`config.mk`:
```
export PLATFORM = sky130hd
export DESIGN_NAME = bresenham_line_rasterizer
export DESIGN_NICKNAME = d
export VERILOG_FILES = /design/src/hw/rtl/brl_pkg.sv /design/src/hw/rtl/brl_front.sv /design/src/hw/rtl/brl_queue.sv /design/src/hw/rtl/brl_back.sv /design/src/hw/rtl/bresenham_line_rasterizer.sv
export SDC_FILE = /design/constraint.sdc
export NUM_CORES = 1
export LEC_CHECK = 0
export BUFFER_PORTS_ARGS = -buffer_cell sky130_fd_sc_hd__buf_2
export CAP_MARGIN = 20
export CORE_ASPECT_RATIO = 1.5
export CORE_UTILIZATION = 55
export CTS_CLUSTER_DIAMETER = 30
export DETAILED_ROUTE_END_ITERATION = 16
export PLACE_DENSITY = 0.76
export SYNTH_ARGS = -nofsm -noshare
export SYNTH_HDL_FRONTEND = slang
export SYNTH_SLANG_ARGS = --single-unit
```
`constraint.sdc`:
```
create_clock -name clk -period 4.1 [get_ports clk]
set_input_delay 0.41 -clock clk [delete_from_list [all_inputs] [get_ports clk]]
set_output_delay 0.41 -clock clk [all_outputs]
set_load 0.02 [all_outputs]
```
`src/hw/rtl/brl_pkg.sv`:
```
// Shared types and constants for the Bresenham line rasterizer.
`timescale 1ns / 1ps
`default_nettype none

package brl_pkg;

  // Item kinds carried in the action field.
  localparam logic ACT_LOAD = 1'b0;
  localparam logic ACT_STEP = 1'b1;

  // Depth of the queue between front and back.
  localparam int unsigned Q_DEPTH = 4;

  // Queue status seen by both ends.
  typedef struct packed {
    logic can_push;   // a slot is free
    logic has_item;   // head entry is valid
  } q_status_t;

endpackage

`default_nettype wire

```
`src/hw/rtl/brl_front.sv`:
```
// Front end: accepts items and precomputes line setup for loads.
`timescale 1ns / 1ps
`default_nettype none

module brl_front
  import brl_pkg::*;
#(
  parameter int unsigned COORD_BITS = 12,
  localparam int unsigned EW = 4 * COORD_BITS + 4
) (
  input  wire logic                  clk,
  input  wire logic                  rst_n,
  input  wire logic                  in_valid,
  output logic                       in_stall,
  input  wire logic                  in_action,
  input  wire logic [COORD_BITS-1:0] in_start_x,
  input  wire logic [COORD_BITS-1:0] in_start_y,
  input  wire logic [COORD_BITS-1:0] in_end_x,
  input  wire logic [COORD_BITS-1:0] in_end_y,
  input  wire q_status_t             q_status,
  output logic                       q_push,
  output logic [EW-1:0]              q_data
);

  logic                  dir_x_neg;
  logic                  dir_y_neg;
  logic                  steep;
  logic [COORD_BITS-1:0] abs_dx;
  logic [COORD_BITS-1:0] abs_dy;
  logic                  is_step;

  // Stall only on a full queue
  assign in_stall = !q_status.can_push;
  assign q_push   = in_valid && q_status.can_push;

  // Directions, distances and octant class of a load
  always_comb begin
    dir_x_neg = in_end_x < in_start_x;
    dir_y_neg = in_end_y < in_start_y;
    abs_dx    = dir_x_neg ? (in_start_x - in_end_x) : (in_end_x - in_start_x);
    abs_dy    = dir_y_neg ? (in_start_y - in_end_y) : (in_end_y - in_start_y);
    steep     = abs_dy > abs_dx;
    is_step   = (in_action == ACT_STEP);
  end

  // Entry layout: kind, start, distances, directions, steep
  assign q_data = {is_step, in_start_x, in_start_y, abs_dx, abs_dy,
                   dir_x_neg, dir_y_neg, steep};

  // rst_n and clk only matter for the checks below
  property p_push_means_room;
    @(posedge clk) disable iff (!rst_n)
      q_push |-> q_status.can_push;
  endproperty
  a_push_means_room: assert property (p_push_means_room)
    else $error("front pushed into a full queue");

  property p_load_dist_order;
    @(posedge clk) disable iff (!rst_n)
      (q_push && !is_step) |-> (steep ? (abs_dy > abs_dx) : (abs_dx >= abs_dy));
  endproperty
  a_load_dist_order: assert property (p_load_dist_order)
    else $error("octant class disagrees with distances");

  property p_stall_tracks_queue;
    @(posedge clk) disable iff (!rst_n)
      q_status.has_item && !q_status.can_push |-> in_stall;
  endproperty
  a_stall_tracks_queue: assert property (p_stall_tracks_queue)
    else $error("input not stalled on full queue");

endmodule

`default_nettype wire

```
`src/hw/rtl/brl_queue.sv`:
```
// Short register queue between front and back.
`timescale 1ns / 1ps
`default_nettype none

module brl_queue
  import brl_pkg::*;
#(
  parameter int unsigned WIDTH = 52
) (
  input  wire logic             clk,
  input  wire logic             rst_n,
  input  wire logic             push,
  input  wire logic [WIDTH-1:0] push_data,
  input  wire logic             pop,
  output logic [WIDTH-1:0]      head_data,
  output q_status_t             status
);

  localparam int unsigned PW = (Q_DEPTH > 1) ? $clog2(Q_DEPTH) : 1;
  localparam int unsigned CW = $clog2(Q_DEPTH + 1);
  localparam logic [CW-1:0] FULL_CNT = CW'(Q_DEPTH);
  localparam logic [PW-1:0] LAST_PTR = PW'(Q_DEPTH - 1);

  logic [WIDTH-1:0] slot_r [Q_DEPTH];
  logic [PW-1:0]    wr_ptr_r, wr_ptr_nxt;
  logic [PW-1:0]    rd_ptr_r, rd_ptr_nxt;
  logic [CW-1:0]    cnt_r, cnt_nxt;

  assign status.can_push = cnt_r != FULL_CNT;
  assign status.has_item = cnt_r != '0;
  assign head_data       = slot_r[rd_ptr_r];

  // Pointer and fill count update
  always_comb begin
    wr_ptr_nxt = wr_ptr_r;
    rd_ptr_nxt = rd_ptr_r;
    cnt_nxt    = cnt_r;
    if (push) begin
      wr_ptr_nxt = (wr_ptr_r == LAST_PTR) ? '0 : wr_ptr_r + PW'(1);
    end
    if (pop) begin
      rd_ptr_nxt = (rd_ptr_r == LAST_PTR) ? '0 : rd_ptr_r + PW'(1);
    end
    case ({push, pop})
      2'b10:   cnt_nxt = cnt_r + CW'(1);
      2'b01:   cnt_nxt = cnt_r - CW'(1);
      default: cnt_nxt = cnt_r;
    endcase
  end

  always_ff @(posedge clk) begin
    if (!rst_n) begin
      wr_ptr_r <= '0;
      rd_ptr_r <= '0;
      cnt_r    <= '0;
    end else begin
      wr_ptr_r <= wr_ptr_nxt;
      rd_ptr_r <= rd_ptr_nxt;
      cnt_r    <= cnt_nxt;
    end
  end

  // Storage, no reset
  always_ff @(posedge clk) begin
    if (push) begin
      slot_r[wr_ptr_r] <= push_data;
    end
  end

  a_cnt_bound: assert property (@(posedge clk) disable iff (!rst_n)
    cnt_r <= FULL_CNT)
    else $error("queue count over depth");

  a_no_pop_empty: assert property (@(posedge clk) disable iff (!rst_n)
    pop |-> status.has_item)
    else $error("pop from empty queue");

  a_ptr_gap: assert property (@(posedge clk) disable iff (!rst_n)
    (cnt_r == '0) |-> (wr_ptr_r == rd_ptr_r))
    else $error("empty queue with pointer gap");

endmodule

`default_nettype wire

```
`src/hw/rtl/brl_back.sv`:
```
// Back end: line state, Bresenham step and output register.
`timescale 1ns / 1ps
`default_nettype none

module brl_back
  import brl_pkg::*;
#(
  parameter int unsigned COORD_BITS = 12,
  localparam int unsigned EW = 4 * COORD_BITS + 4,
  localparam int unsigned DW = COORD_BITS + 2
) (
  input  wire logic                  clk,
  input  wire logic                  rst_n,
  input  wire logic                  cfg_we,
  input  wire logic [23:0]           cfg_wdata,
  input  wire q_status_t             q_status,
  input  wire logic [EW-1:0]         q_head,
  output logic                       q_pop,
  output logic                       out_valid,
  input  wire logic                  out_stall,
  output logic [COORD_BITS-1:0]      out_pixel_x,
  output logic [COORD_BITS-1:0]      out_pixel_y,
  output logic [23:0]                out_pixel_color,
  output logic                       out_last_pixel
);

  localparam logic [COORD_BITS-1:0] ONE = COORD_BITS'(1);

  // Unpacked head entry
  logic                  h_step;
  logic [COORD_BITS-1:0] h_sx, h_sy, h_adx, h_ady;
  logic                  h_dxn, h_dyn, h_steep;

  assign {h_step, h_sx, h_sy, h_adx, h_ady, h_dxn, h_dyn, h_steep} = q_head;

  // Line state
  logic [COORD_BITS-1:0]  pos_x_r, pos_x_nxt;
  logic [COORD_BITS-1:0]  pos_y_r, pos_y_nxt;
  logic [COORD_BITS-1:0]  remaining_r, remaining_nxt;
  logic [COORD_BITS-1:0]  major_r, major_nxt;
  logic [COORD_BITS-1:0]  minor_r, minor_nxt;
  logic signed [DW-1:0]   decision_r, decision_nxt;
  logic                   dir_x_neg_r, dir_x_neg_nxt;
  logic                   dir_y_neg_r, dir_y_neg_nxt;
  logic                   steep_r, steep_nxt;
  logic                   busy_r, busy_nxt;
  logic [23:0]            color_r;

  // Output register
  logic                   out_valid_r, out_valid_nxt;
  logic [COORD_BITS-1:0]  out_x_r, out_y_r;
  logic [23:0]            out_color_r;
  logic                   out_last_r;

  logic                   emit;
  logic [COORD_BITS-1:0]  ld_major, ld_minor;
  logic signed [DW-1:0]   d_diag, d_straight;

  assign q_pop = q_status.has_item && (!out_valid_r || !out_stall);

  // Execute the head item
  always_comb begin
    pos_x_nxt     = pos_x_r;
    pos_y_nxt     = pos_y_r;
    remaining_nxt = remaining_r;
    major_nxt     = major_r;
    minor_nxt     = minor_r;
    decision_nxt  = decision_r;
    dir_x_neg_nxt = dir_x_neg_r;
    dir_y_neg_nxt = dir_y_neg_r;
    steep_nxt     = steep_r;
    busy_nxt      = busy_r;
    emit          = 1'b0;

    ld_major   = h_steep ? h_ady : h_adx;
    ld_minor   = h_steep ? h_adx : h_ady;
    d_diag     = $signed({1'b0, minor_r, 1'b0}) - $signed({1'b0, major_r, 1'b0});
    d_straight = $signed({1'b0, minor_r, 1'b0});

    if (q_pop) begin
      if (!h_step) begin
        // Load: latch start point, distances and directions, and start the decision term
        pos_x_nxt     = h_sx;
        pos_y_nxt     = h_sy;
        major_nxt     = ld_major;
        minor_nxt     = ld_minor;
        remaining_nxt = ld_major;
        decision_nxt  = $signed({1'b0, ld_minor, 1'b0}) - $signed({2'b00, ld_major});
        dir_x_neg_nxt = h_dxn;
        dir_y_neg_nxt = h_dyn;
        steep_nxt     = h_steep;
        busy_nxt      = ld_major != '0;
        emit          = 1'b1;
      end else if (busy_r) begin
        // Step: diagonal on a tie or positive term
        if (decision_r >= 0) begin
          pos_x_nxt    = dir_x_neg_r ? pos_x_r - ONE : pos_x_r + ONE;
          pos_y_nxt    = dir_y_neg_r ? pos_y_r - ONE : pos_y_r + ONE;
          decision_nxt = decision_r + d_diag;
        end else begin
          if (steep_r) begin
            pos_y_nxt = dir_y_neg_r ? pos_y_r - ONE : pos_y_r + ONE;
          end else begin
            pos_x_nxt = dir_x_neg_r ? pos_x_r - ONE : pos_x_r + ONE;
          end
          decision_nxt = decision_r + d_straight;
        end
        remaining_nxt = remaining_r - ONE;
        busy_nxt      = remaining_r != ONE;
        emit          = 1'b1;
      end
    end

    // Output valid: load on emit, clear when taken
    if (emit) begin
      out_valid_nxt = 1'b1;
    end else if (out_valid_r && out_stall) begin
      out_valid_nxt = 1'b1;
    end else begin
      out_valid_nxt = 1'b0;
    end
  end

  // Control state
  always_ff @(posedge clk) begin
    if (!rst_n) begin
      pos_x_r     <= '0;
      pos_y_r     <= '0;
      remaining_r <= '0;
      major_r     <= '0;
      minor_r     <= '0;
      decision_r  <= '0;
      dir_x_neg_r <= 1'b0;
      dir_y_neg_r <= 1'b0;
      steep_r     <= 1'b0;
      busy_r      <= 1'b0;
      color_r     <= '0;
      out_valid_r <= 1'b0;
    end else begin
      pos_x_r     <= pos_x_nxt;
      pos_y_r     <= pos_y_nxt;
      remaining_r <= remaining_nxt;
      major_r     <= major_nxt;
      minor_r     <= minor_nxt;
      decision_r  <= decision_nxt;
      dir_x_neg_r <= dir_x_neg_nxt;
      dir_y_neg_r <= dir_y_neg_nxt;
      steep_r     <= steep_nxt;
      busy_r      <= busy_nxt;
      out_valid_r <= out_valid_nxt;
      if (cfg_we) begin
        color_r <= cfg_wdata;
      end
    end
  end

  // Output payload, no reset
  always_ff @(posedge clk) begin
    if (emit) begin
      out_x_r     <= pos_x_nxt;
      out_y_r     <= pos_y_nxt;
      out_color_r <= color_r;
      out_last_r  <= !busy_nxt;
    end
  end

  assign out_valid       = out_valid_r;
  assign out_pixel_x     = out_x_r;
  assign out_pixel_y     = out_y_r;
  assign out_pixel_color = out_color_r;
  assign out_last_pixel  = out_last_r;

  a_busy_remaining: assert property (@(posedge clk) disable iff (!rst_n)
    busy_r |-> (remaining_r != '0 && remaining_r <= major_r))
    else $error("active line with bad remaining count");

  a_axis_order: assert property (@(posedge clk) disable iff (!rst_n)
    busy_r |-> (major_r >= minor_r))
    else $error("minor distance exceeds major");

  a_idle_step_silent: assert property (@(posedge clk) disable iff (!rst_n)
    (q_pop && h_step && !busy_r) |=> !out_valid_r)
    else $error("step with no active line produced a pixel");

  a_last_ends_line: assert property (@(posedge clk) disable iff (!rst_n)
    emit |=> (out_last_r == !busy_r))
    else $error("last flag disagrees with line state");

endmodule

`default_nettype wire

```
`src/hw/rtl/bresenham_line_rasterizer.sv`:
```
// Top level of the Bresenham line rasterizer: front, queue and back.
// Path: an accepted item is written into the queue, then the back end pops it and registers its pixel.
// Throughput: one item per cycle when not stalled; each step is one add and compare.
// A four-entry queue lets input and output stall independently.
// Reset (rst_n low, synchronous) clears line state, queue, color and out_valid.
// Output payload registers are not reset.
`timescale 1ns / 1ps
`default_nettype none

module bresenham_line_rasterizer
  import brl_pkg::*;
#(
  parameter int unsigned COORD_BITS = 12
) (
  input  wire logic                  clk,
  input  wire logic                  rst_n,
  input  wire logic                  cfg_we,
  input  wire logic [23:0]           cfg_wdata,
  input  wire logic                  in_valid,
  output logic                       in_stall,
  input  wire logic                  in_action,
  input  wire logic [COORD_BITS-1:0] in_start_x,
  input  wire logic [COORD_BITS-1:0] in_start_y,
  input  wire logic [COORD_BITS-1:0] in_end_x,
  input  wire logic [COORD_BITS-1:0] in_end_y,
  output logic                       out_valid,
  input  wire logic                  out_stall,
  output logic [COORD_BITS-1:0]      out_pixel_x,
  output logic [COORD_BITS-1:0]      out_pixel_y,
  output logic [23:0]                out_pixel_color,
  output logic                       out_last_pixel
);

  localparam int unsigned EW = 4 * COORD_BITS + 4;

  q_status_t      q_status;
  logic           q_push;
  logic           q_pop;
  logic [EW-1:0]  q_in_data;
  logic [EW-1:0]  q_head;

  brl_front #(.COORD_BITS(COORD_BITS)) u_front (
    .clk        (clk),
    .rst_n      (rst_n),
    .in_valid   (in_valid),
    .in_stall   (in_stall),
    .in_action  (in_action),
    .in_start_x (in_start_x),
    .in_start_y (in_start_y),
    .in_end_x   (in_end_x),
    .in_end_y   (in_end_y),
    .q_status   (q_status),
    .q_push     (q_push),
    .q_data     (q_in_data)
  );

  brl_queue #(.WIDTH(EW)) u_queue (
    .clk       (clk),
    .rst_n     (rst_n),
    .push      (q_push),
    .push_data (q_in_data),
    .pop       (q_pop),
    .head_data (q_head),
    .status    (q_status)
  );

  brl_back #(.COORD_BITS(COORD_BITS)) u_back (
    .clk             (clk),
    .rst_n           (rst_n),
    .cfg_we          (cfg_we),
    .cfg_wdata       (cfg_wdata),
    .q_status        (q_status),
    .q_head          (q_head),
    .q_pop           (q_pop),
    .out_valid       (out_valid),
    .out_stall       (out_stall),
    .out_pixel_x     (out_pixel_x),
    .out_pixel_y     (out_pixel_y),
    .out_pixel_color (out_pixel_color),
    .out_last_pixel  (out_last_pixel)
  );

endmodule

`default_nettype wire
```
After elaboration in Yosys (flattened, before gate mapping). Memories as Yosys holds them, arrays and structs flattened. A register that Yosys moved wholly into a read port is not among the register bits. Index checks and enable logic that the tools add are counted.

Bits in registers: 159. Memories: 1. Input port bits: 78. RAM bits: 208. Word-level logic and storage cells: 98.

$add $sub $neg: 17. Eq/ne operators: 7. Reduce and logical (&&, ||, !) cells: 13. Multiplexer cells: 36. $lt $le $gt $ge: 4. Bitwise gates (word level): 1.

Memory list: u_queue.slot_r (depth 4, bits a word 52, read ports 1, clocked after memory_dff 1, write ports 1, line brl_queue.sv:24) `logic [WIDTH-1:0] slot_r [Q_DEPTH];`.

Operators with widths (count): $mux 12 (18); $sub 12x12->12 (4); $mux 14 (3); $sub 12x1->12 const B (3); $add 14x14->14 (2); $add 12x1->12 const B (2); $lt 12x12->1 (2); $ge 14x1->1 const B (1); $sub 13x12->14 (1); $sub 13x13->14 (1); $gt 12x12->1 (1); $ne 12x1->1 const B (1); $reduce_bool 12->1 (1); $mux 1 (10); $mux 2 (4); $eq 2x2->1 const B (3); $pmux 3 s2 (1); $add 2x1->2 const B (2); $logic_not 1->1 (4); $reduce_and 2->1 (2); $add 3x1->3 const B (1); $logic_and 1x1->1 (3); $ne 3x3->1 const B (1); $reduce_bool 3->1 (1); 6 further kinds (6).

Longest topological paths before layout. Gate-level depths: netlist (run 1).

Depth after elaboration: 7. Gate-level depth with buffers: 19. Depth with buffers taken out: 19.

Modules after synthesis. From an unflattened synthesis (run 1), not the netlist that was laid out.

Cell total of the unflattened synthesis: 1691. Area, all modules: 19882.8 sq um.

Modules (own cells, without submodules): brl_back (cells an instance 997, instances 1, area each 9051.2 sq um); brl_queue (cells an instance 319, instances 1, area each 8029.0 sq um); brl_front (cells an instance 375, instances 1, area each 2802.7 sq um).

Worst setup path before layout (run 1). OpenSTA, ideal clock, no wires.

Path kind: input -> register. Start: in in_end_y[0]. End: mem u_queue.slot_r[0][0], data pin. Setup slack: -0.220 ns. Required time: 3.822 ns. Stages on the path: 19. Arrival time: 4.042 ns. Path buffers: 1. Cells stage by stage: inv_1 > ha_1 > inv_1 > fa_1 > a21o_1 > a21oi_2 > o211a_1 > o31a_1 > a21boi_4 > buf_1 > mux2i_1 > xor2_1 > ha_1 > a21o_1 > a21o_1 > a21oi_1 > nor2_1 > a2111oi_0 > nor2_1.

Word-level cells in the longest chain between the ends: 3. Elaborated cells between the ends (all ways): 5. Those cells by class: add/sub: 2; order compare: 2; mux: 1.

RTL lines: from (decl) (line bresenham_line_rasterizer.sv:25) `input wire logic [COORD_BITS-1:0] in_end_y,`; $lt 12x12->1 (line brl_front.sv:39) `dir_y_neg = in_end_y < in_start_y;`; net q_in_data[1] (line bresenham_line_rasterizer.sv:39) `logic [EW-1:0] q_in_data;`; $mux 12 (line brl_front.sv:41) `abs_dy = dir_y_neg ? (in_start_y - in_end_y) : (in_end_y - in_start_y);`; net q_in_data[8] (line bresenham_line_rasterizer.sv:39); $gt 12x12->1 (line brl_front.sv:42) `steep = abs_dy > abs_dx;`; net q_in_data[0] (line bresenham_line_rasterizer.sv:39); to (decl) (line brl_queue.sv:24).

The timed path passes the listed nets, and every way through them passes these cells.

Worst setup path after layout (run 1).
Start: in in_end_x[0]. End: mem u_queue.slot_r[0][0], data pin.

Word-level cells in the longest chain between the ends: 3. Elaborated cells between the ends (all ways): 5. Those cells by class: add/sub: 2; order compare: 2; mux: 1.

RTL lines: from (decl) (line bresenham_line_rasterizer.sv:24) `input wire logic [COORD_BITS-1:0] in_end_x,`; $sub 12x12->12 or $lt 12x12->1 (tied branches) (line brl_front.sv:40, brl_front.sv:38); $mux 12 (*) (line brl_front.sv:40) `abs_dx = dir_x_neg ? (in_start_x - in_end_x) : (in_end_x - in_start_x);`; $gt 12x12->1 (*) (line brl_front.sv:42); net q_in_data[0] (line bresenham_line_rasterizer.sv:39).

The timed path passes the listed nets; every way through them passes the cells marked *.

==> run_results.csv, run 1 <==
group,metric,value,unit
drt,ant_nets,0,
timing,setup_viol,0,
synth,synth-xor-area-share,2.77,%
global_route,grt_pass1_vias,13800,
power,powerDensity,824,nW/um^2
power,comb_power_share,50.2,%
global_route,grt_use_total,25.8,%
place,dpl_worst_slack,-0.480,ns
synth,synth_edf_count,257,
drt,wirelength,46400,um
power,seqPwrFrac,29.0,%
synth,synthesis.area,19300,um^2
power,power.share.clock,20.9,%
synth,synth_ff_type,"edfxtp_1",
place,io_buffers,128,
synth,synth-simple-area-share,8.78,%
drt,viasPerCell,5.81,
critical_path,setup.worst_path.end_class,"flop",
status,status,"finished, final reports clean",
global_route,antenna_found_initial,2,
timing,slew-limit-headroom,37.8,%
timing,fin_tns_setup,0,ns
finish,area_growth,18.6,%
critical_path,crit_start,"in_end_x[0]",
synth,synth-adder-area-share,10.1,%
synth,yosysWarnings,0,
power,leakage,9.56,nW
power,vdd_drop_max,0.000439,V
synth,synth_compound_area_share,12.7,%
power,power.total,18.8,mW
cts,htreeDepth,2,
cts,cts_num_sinks,368,
critical_path,worstSetupPathType,"in2reg",
timing,setup_slack,0.148,ns
power,netSwitchingFraction,40.8,%
synth,synthMuxAreaShare,9.93,%
die,die_width,155,um
synth,syn_nets,1820,
place,place_area,21300,um^2
die,die_area,35800,um^2
timing,fin_crit,3.95,ns
power,p_int,11.2,mW
timing,hold-worst-slack,0.0716,ns
critical_path,reg2reg_depth,12,
critical_path,crit_arrival,4.24,ns
place,gp_congestion,0.926,
synth,ys_async_sr_fraction,0,%
critical_path,required,4.39,ns
hold_path,hold_path_class,"in2reg",
die,num_rows,83,
finish,final_nets,2063,
critical_path,rrSetupSlack,0.28,ns
global_route,grt_overflow,0,
die,coreArea,34400,um^2
synth,synth_top_family_by_area,"compound AO/OA/AOI/OAI gates",
global_route,grt_pass1_wl,71700,um
global_route,grt_max_degree,63,
die,fp.dieH,231,um
cts,clock_path_buffers,3,
cts,clk_pin_slew,0.06,ns
drt,drtPass1Iterations,7,
timing,maxSlewViolCount,0,
cts,cts_tree,"yes",
die,ios,129,
drt,vias,13600,
job,cap_viol_max_count,0,
critical_path,r2r-end,"u_back.decision_r[11]",
power,p_sw,7.68,mW
finish,fin_cells,2347,
timing,final_hold_viol_count,0,
drt,wl_per_cell,19.8,um
synth,synth_cells,1600,
timing,tightest_slew,0.933,ns
timing,fmax,253,MHz
finish,post-route-util,66.5,%
synth,synth.distinct_cells,70,
timing,clock_skew,0.0321,ns
die,start_util,56.1,%
timing,post-route-period-util,96.4,%
critical_path,critPathMaxFanout,8,
critical_path,start_kind,"input pin",
place,dp.cells,2262,
finish,drive_above_1_share,23.2,%
cts,cts_buffers,44,
drt,drc_errors,0,
cts,root_buffer,"clkbuf_16",
cts,clock_latency,0.57,ns
drt,first_iter_violations,1016,
place,dp.final_hpwl,32100,um
synth,ys_seq_area_share,51.6,%
cts,ctsHoldBuffers,0,
synth,avgSynthCellArea,12.0,um^2
critical_path,crit_end,"u_queue.slot_r[0][0]",
finish,fin_area,22900,um^2
synth,synth-seq-cells,368,
## layout make-up
| type | count | area (um^2) |
|---|---|---|
| flip-flops and latches | 368 | 9940 |
| clock buffers | 48 | 1170 |
| diodes | 1 | 2.50 |
| fillers | 2427 | 11500 |
| clock inverters | 34 | 335 |
| multi-input cells | 1025 | 8600 |
| repair buffers | 259 | 1690 |
| well taps | 467 | 584 |
| inverters | 145 | 544 |
## repair_timing
item,CTS,global route
gates resized for setup,1,7
pin swaps,0,5
cloned,0,1
setup endpoints to repair,4,5
setup buffers,0,1
## critical path: stages
cell	delay [ns]
buf_2	0.11
inv_1	0.05
ha_1	0.14
inv_1	0.06
fa_2	0.37
a211oi_4	0.26
o21a_1	0.21
nor3_2	0.08
o32ai_4	0.31
buf_6	0.18
mux2i_2	0.29
a31oi_2	0.15
o21ai_1	0.18
a21oi_2	0.09
xor2_1	0.15
ha_1	0.31
a21o_1	0.16
a21o_1	0.19
a2111oi_2	0.39
nor2_1	0.14
## metal layers
layer | routed length, um | part of all wire, % | track usage [%] | vias up
met4 | 2220 | 4.8 | 14.0 | 2
met2 | 23500 | 51 | 45.2 | 475
met5 | 11 | 0.024 | 0 | -
met3 | 2270 | 4.9 | 3.74 | 112
met1 | 18400 | 40 | 30.5 | 6668
li1 | - | - | - | 6376
## registers in the layout, indices dropped and copies added, names as in the netlist, 13 cells and up, named ones only
register / flops
u_back.color_r: 24
u_back.decision_r: 13
u_back.out_pixel_color: 24
u_queue.slot_r: 208
## cell usage after synthesis, types with 33 or more instances
library cell,instances,area (um^2)
nand2_1,94,353
nor2_1,70,263
and2_1,33,206
mux4_2,51,1150
o21ai_0,51,255
nor2b_1,46,288
dfxtp_1,111,2220
ha_1,120,1500
mux2i_1,57,571
edfxtp_1,257,7720
clkbuf_1,40,150
inv_1,142,533
xnor2_1,37,324
a21oi_1,78,390
## cells by family (layout without fill, tap and decap cells)
| group | count (synthesis) | in the layout |
|---|---|---|
| buffers and inverters | 207 | 486 |
| XOR/XNOR | 61 | 61 |
| adder cells (fa/ha/maj) | 142 | 142 |
| AO/OA/AOI/OAI | 354 | 354 |
| AND/OR/NAND/NOR | 343 | 343 |
| other | 0 | 1 |
| multiplexers | 125 | 125 |
| flip-flops | 368 | 368 |
## layout by cell type, fill, tap and decap left out, types with 37 or more instances in the layout
cell       instances
buf_4            126
nor2_1            69
nor2b_1           46
o21ai_0           51
mux4_2            51
ha_1             120
inv_1            142
mux2i_1           56
dfxtp_1          109
xnor2_1           37
nand2_1           94
buf_2            128
a21oi_1           78
clkbuf_16         47
edfxtp_1         257
## power by group through the flow
| stage | Clock (mW) | Combinational, mW | Sequential [mW] |
|---|---|---|---|
| 2_1_floorplan | 0 | 6.33 | 5.70 |
| 3_3_place_gp | 0 | 9.08 | 5.46 |
| 3_5_place_dp | 0 | 9.28 | 5.50 |
| 4_1_cts | 3.95 | 9.36 | 5.44 |
| 5_1_grt | 4.11 | 10.4 | 5.53 |
| 6_report | 3.93 | 9.45 | 5.46 |
## how the worst min path moves through the flow
stage | startpoint | endpoint | depth (start not counted) | slack (ns)
after detailed placement | u_back.color_r[7] | u_back.out_pixel_color[7] | 0 | 0.41
after CTS | in_action | u_queue.slot_r[2][51] | 1 | 0.05
final | in_action | u_queue.slot_r[2][51] | 1 | 0.07
after global placement | u_back.color_r[11] | u_back.out_pixel_color[11] | 0 | 0.41
after global routing | in_action | u_queue.slot_r[2][51] | 1 | 0.06
after floorplan | u_back.color_r[0] | u_back.out_pixel_color[0] | 0 | 0.41
No activity file was read; power rests on OpenSTA's default activity.
==> run 2: changes to the inputs <==
Settings changed: CELL_PAD_IN_SITES_DETAIL_PLACEMENT set to 2, CELL_PAD_IN_SITES_GLOBAL_PLACEMENT set to 2, CORE_UTILIZATION 55 to 38, REMOVE_ABC_BUFFERS set to 1.
==> run 2 against run 1 <==
Compared with the run above:
- the run now ends with negative setup slack left
- combinational power increased by 14%
- via count is 11% higher
- register-to-register slack worse by 0.21 ns
- total power up 19%
- fmax is 7.4% lower
- count of clock-buffer cells in the layout is 28 higher
- critical path depth grew 3
- critical endpoint is now u_queue.slot_r[2][0]
==> run_results.csv, run 2 (synthesis gave the netlist of run 1 again) <==
group,metric,value,unit
finish,layout_common_cells,"257 x edfxtp_1, 169 x buf_4, 141 x inv_1",
timing,final_hold_viol_count,0,
cts,clk_pin_slew,0.06,ns
hold_path,min_path_cells,1,
critical_path,critPathMaxFanout,13,
die,die_width,186,um
finish,drive_above_1_share,27.5,%
drt,viasPerCell,5.77,
place,io_buffers,128,
power,p_int,12.9,mW
power,leakage,10.2,nW
timing,hold-worst-slack,0.0657,ns
timing,tightest_slew,1.08,ns
power,vdd_drop_max,0.000360,V
power,p_sw,9.50,mW
finish,num-fill-cells,4944,
global_route,grt_pass1_vias,17200,
hold_path,min-delay-start,"in_start_y[11]",
power,comb_power_share,48.4,%
cts,cts_tree,"yes",
status,status,"finished, violations left",
cts,root_buffer,"clkbuf_16",
place,gp_congestion,0.875,
timing,setup_viol,4,
finish,top_register,"u_queue.slot_r",
drt,first_iter_violations,1030,
die,die_area,51700,um^2
timing,slew-limit-headroom,27.1,%
critical_path,rrSetupSlack,0.07,ns
cts,htreeDepth,3,
power,netSwitchingFraction,42.4,%
critical_path,crit_arrival,4.67,ns
die,start_util,38.7,%
timing,clock_skew,0.0355,ns
drt,wl_per_cell,28.9,um
cts,cts_num_sinks,368,
finish,final_common_cell,"edfxtp_1",
drt,ant_nets,0,
critical_path,crit_start,"in_end_x[0]",
finish,diodes,0,
hold_path,hold_path_class,"in2reg",
die,num_rows,100,
place,dp.final_hpwl,46500,um
die,ios,129,
critical_path,rr_startpoint,"u_queue.slot_r[2][0]",
finish,regArea,9950,um^2
drt,drtPass1Iterations,5,
job,cap_viol_max_count,0,
cts,clock_path_buffers,3,
timing,post-route-period-util,104,%
timing,setup_slack,-0.168,ns
drt,drc_errors,0,
cts,cts_buffers,69,
critical_path,reg2reg_depth,13,
critical_path,required,4.50,ns
timing,maxSlewViolCount,0,
global_route,antenna_found_initial,0,
power,powerDensity,914,nW/um^2
global_route,grt_max_degree,62,
finish,multi_input_area,8780,um^2
timing,fmax,234,MHz
critical_path,start_kind,"input pin",
global_route,grt_pass1_wl,109000,um
finish,final_nets,2132,
critical_path,worstSetupPathType,"in2reg",
power,seqPwrFrac,24.8,%
drt,wirelength,76000,um
finish,area_growth,27.2,%
die,coreArea,49800,um^2
drt,vias,15200,
power,power.share.clock,26.8,%
place,dpl_worst_slack,-0.851,ns
finish,largest_reg_flops,208,
finish,post-route-util,49.2,%
global_route,grt_use_total,28.6,%
status,violations,"negative setup slack",
die,fp.dieH,278,um
global_route,grt_overflow,0,
critical_path,setup.worst_path.end_class,"flop",
timing,fin_crit,4.27,ns
cts,clock_latency,0.60,ns
-- run 2: cell count changes in the layout (fill, tap and decap cells not counted), moves of 5 or more --
cell,change
buf_4,+43
clkbuf_16,+23
bufinv_16,+7
inv_8,-6
clkinv_4,+5
mux2i_1,-5
-- run 2: metrics by stage --
step,total power [mW],std cells,area (um^2),setup TNS [ns]
final,22.4,2630,24500,-0.654
after global routing,23.5,2630,24500,-0.952
after CTS,22.2,2612,24200,0
after detailed placement,15.6,2483,21700,-3.41
after global placement,15.0,2483,21700,-2.27
after floorplan,11.9,1538,19000,-144.37
-- run 2: layout make-up --
type                    instances  share of cell area [%]
clock buffers                  76                    7.28
clock inverters                50                    2.56
inverters                     145                    2.22
multi-input cells            1026                    35.8
flip-flops and latches        368                    40.6
well taps                     663                    3.38
repair buffers                302                    8.15
-- run 2: what timing repair did --
item / CTS / global route
hold buffers: 0 / 0
gates cloned: 0 / 1
endpoints found under the setup margin: 4 / 6
pin swaps: 6 / 19
gates resized for setup: 17 / 28
buffers inserted: 3 / 17
-- run 2: power groups by stage --
stage	logic, mW	registers, mW	clock network (mW)
final	10.8	5.56	6.00
after CTS	10.6	5.54	6.06
after global routing	11.6	5.62	6.23
after detailed placement	10.1	5.55	0
after global placement	9.52	5.46	0
after floorplan	6.07	5.84	0
-- run 2: path summary, 6_finish.rpt --
check | end
setup / recovery | u_queue.slot_r[2][0]
hold / removal | u_queue.slot_r[1][38]
setup reg to reg | u_back.decision_r[11]
hold reg to reg | u_back.out_pixel_color[16]
-- run 2: routing by layer --
| metal | track usage [%] | routed length [um] | vias to the layer above |
|---|---|---|---|
| li1 | - | - | 6542 |
| met1 | 30.6 | 27500 | 7861 |
| met2 | 53.7 | 41300 | 564 |
| met3 | 3.90 | 3220 | 213 |
| met4 | 14.6 | 3900 | 0 |
| met5 | 0 | 0 | - |
-- run 2: worst max-delay path, stage by stage --
cell and delay, ns:
buf_2 0.12, inv_1 0.07, ha_2 0.19, inv_2 0.06
fa_2 0.40, a211oi_4 0.26, o21a_2 0.21, nor3_4 0.07
o32ai_4 0.26, buf_6 0.20, buf_12 0.17, mux2i_2 0.07
and3_1 0.21, a21oi_1 0.21, o311a_1 0.31, xnor2_2 0.16
inv_2 0.06, ha_1 0.31, nand4_1 0.24, buf_4 0.23
nor2_4 0.12, a2111oi_4 0.05, nor2_2 0.25
==> run 3: changes to the inputs <==
Clock period 4.1 ns to 3.5 ns, I/O delays scaled along.
==> run 3 against run 2 <==
Compared with the run above:
- the flow still finishes with violations (negative setup slack)
- via count grew 3.1%
- utilization increased by 2.0 points
- first-iteration DRC count is 10% lower
- flip-flop and latch count unchanged
- largest cell class unchanged
==> run_results.csv, run 3 (synthesis gave the netlist of run 1 again) <==
group,metric,value,unit
drt,first_iter_violations,927,
global_route,grt_overflow,0,
power,leakage,10.7,nW
cts,cts_buffers,74,
global_route,grt_util_met1,32.6,%
power,powerDensity,1100,nW/um^2
drt,wirelength,78400,um
global_route,antenna_found_initial,0,
finish,num-fill-cells,4868,
cts,clock_path_buffers,3,
critical_path,required,3.85,ns
timing,setup_viol,5,
place,io_buffers,128,
global_route,grt_pass1_wl,116000,um
die,die_area,51700,um^2
status,status,"finished, violations left",
global_route,busiest_layer,"met2",
power,power.total,28.0,mW
finish,diodes,0,
die,die_width,186,um
status,violations,"negative setup slack",
timing,tightest_slew,0.826,ns
die,fp.dieH,278,um
hold_path,min-delay-start,"cfg_wdata[11]",
global_route,grt_max_degree,64,
critical_path,setup.worst_path.end_class,"flop",
place,place_area,22200,um^2
drt,ant_nets,0,
critical_path,rrSetupSlack,-0.07,ns
finish,top_register,"u_queue.slot_r",
timing,fmax,257,MHz
cts,clock_latency,0.63,ns
timing,clock_skew,0.0493,ns
timing,maxSlewViolCount,0,
timing,rsz0062_at_grt,"true",
critical_path,path_cells,"buf_2, inv_1, ha_1, inv_2, fa_2, a21o_1, a21oi_2, o211a_1, o31a_1, a21boi_4, buf_6, buf_4, mux2i_1, xnor2_1, ha_1, a21o_1, a21oi_1, nor2_1, a2111oi_4, nor2_4",
global_route,grt_use_total,30.8,%
cts,root_buffer,"clkbuf_16",
timing,final_hold_viol_count,0,
drt,wl_per_cell,29.0,um
place,dp.final_hpwl,47400,um
hold_path,min_to,"u_back.color_r[11]",
critical_path,critPathMaxFanout,8,
die,coreArea,49800,um^2
cts,cts_tree,"yes",
die,ios,129,
drt,drtPass1Iterations,7,
critical_path,crit_arrival,4.24,ns
power,vdd_drop_max,0.000437,V
finish,multi_input_area,8990,um^2
critical_path,worstSetupPathType,"in2reg",
critical_path,crit_slowest_cell,"xnor2_1",
cts,cts_num_sinks,368,
critical_path,start_kind,"input pin",
timing,setup_slack,-0.386,ns
critical_path,reg2reg_depth,13,
finish,largest_reg_flops,208,
global_route,grt_pass1_vias,17900,
die,num_rows,100,
critical_path,cp.buffers_inverters,5,
timing,slew-limit-headroom,44.9,%
finish,drive_above_1_share,30.8,%
drt,drc_errors,0,
finish,fin_area,25500,um^2
critical_path,r2r-end,"u_back.decision_r[10]",
hold_path,min_path_cells,3,
critical_path,critPathTopFamily,"compound AO/OA/AOI/OAI gates",
finish,final_common_cell,"edfxtp_1",
drt,vias,15600,
timing,fin_crit,3.89,ns
cts,clk_pin_slew,0.05,ns
global_route,met3_usage,4.29,%
global_route,met2_usage,56.9,%
cts,htreeDepth,3,
finish,area_growth,32.4,%
job,cap_viol_max_count,0,
critical_path,worst-path-stages,20,
drt,viasPerCell,5.79,
place,gp_congestion,0.883,
die,start_util,38.7,%
timing,post-route-period-util,111,%
finish,regArea,9950,um^2
finish,layout_common_cells,"257 x edfxtp_1, 211 x buf_4, 136 x inv_1",
critical_path,cpPeakStageDelay,0.43,ns
critical_path,rr_startpoint,"u_queue.slot_r[0][0]",
hold_path,hold_path_class,"in2reg",
finish,final_nets,2200,
## run 3: how the worst max path moves through the flow
stage	startpoint	to	slack, ns
floorplan	flop	u_back.decision_r[8]	-2.44
global placement	in_end_x[0]	u_queue.slot_r[0][0]	-1.10
detailed placement	in_end_x[0]	u_queue.slot_r[2][0]	-1.32
CTS	in_end_x[0]	u_queue.slot_r[2][0]	-0.22
global route	in_end_y[0]	u_queue.slot_r[0][0]	-0.48
finish	in_end_y[0]	u_queue.slot_r[0][0]	-0.39
## run 3: final cells by class
| class | instances | share of cell area, % |
|---|---|---|
| Sequential cell | 368 | 39.0 |
| Multi-Input combinational cell | 1025 | 35.2 |
| Timing Repair Buffer | 366 | 10.4 |
| Clock buffer | 87 | 7.73 |
| Tap cell | 663 | 3.25 |
| Clock inverter | 49 | 2.24 |
| Inverter | 145 | 2.15 |
## run 3: through the flow
step / hold WS (ns) / TNS, ns / util, % / worst slack (ns) / instances
6_report: 0.0158 / -1.61 / 51.2 / -0.386 / 2703
5_1_grt: 0.0234 / -2.10 / 51.2 / -0.478 / 2703
4_1_cts: 0.00211 / -0.895 / 50.7 / -0.224 / 2693
3_5_place_dp: 0.415 / -14.04 / 44.5 / -1.32 / 2529
3_3_place_gp: 0.409 / -5.94 / 44.5 / -1.10 / 2529
2_1_floorplan: 0.408 / -238.07 / - / -2.44 / 1538
## run 3: timing repair
item / CTS / global route
endpoints found under the setup margin: 10 / 13
gates cloned: 0 / 0
endpoints found under the hold margin: 15 / 0
hold buffers: 9 / 0
pin swaps: 30 / 24
gates resized for setup: 65 / 34
setup buffers: 19 / 10
## run 3: where the power goes
part / internal (mW) / total (mW) / switching (mW)
clock: 4.68 / 7.37 / 2.69
combinational: 5.69 / 14.2 / 8.46
sequential: 5.89 / 6.51 / 0.622
total: 16.3 / 28.0 / 11.8
## run 3: worst register-to-register path, delay by kind of cell, from the launching register on
| family | cells | cell delay [ns] |
|---|---|---|
| xor+xnor | 1 | 0.23 |
| simple gates | 2 | 0.39 |
| mux | 2 | 0.89 |
| compound gates | 6 | 1.07 |
| fa+ha+maj | 1 | 0.24 |
| flops | 1 | 0.43 |
| buf+inv | 1 | 0.18 |
## run 3: routing by layer
| metal | up-vias | wire (um) |
|---|---|---|
| met5 | - | 0 |
| met4 | 0 | 4940 |
| met3 | 256 | 3280 |
| met2 | 624 | 42400 |
| met1 | 8092 | 27800 |
| li1 | 6674 | - |
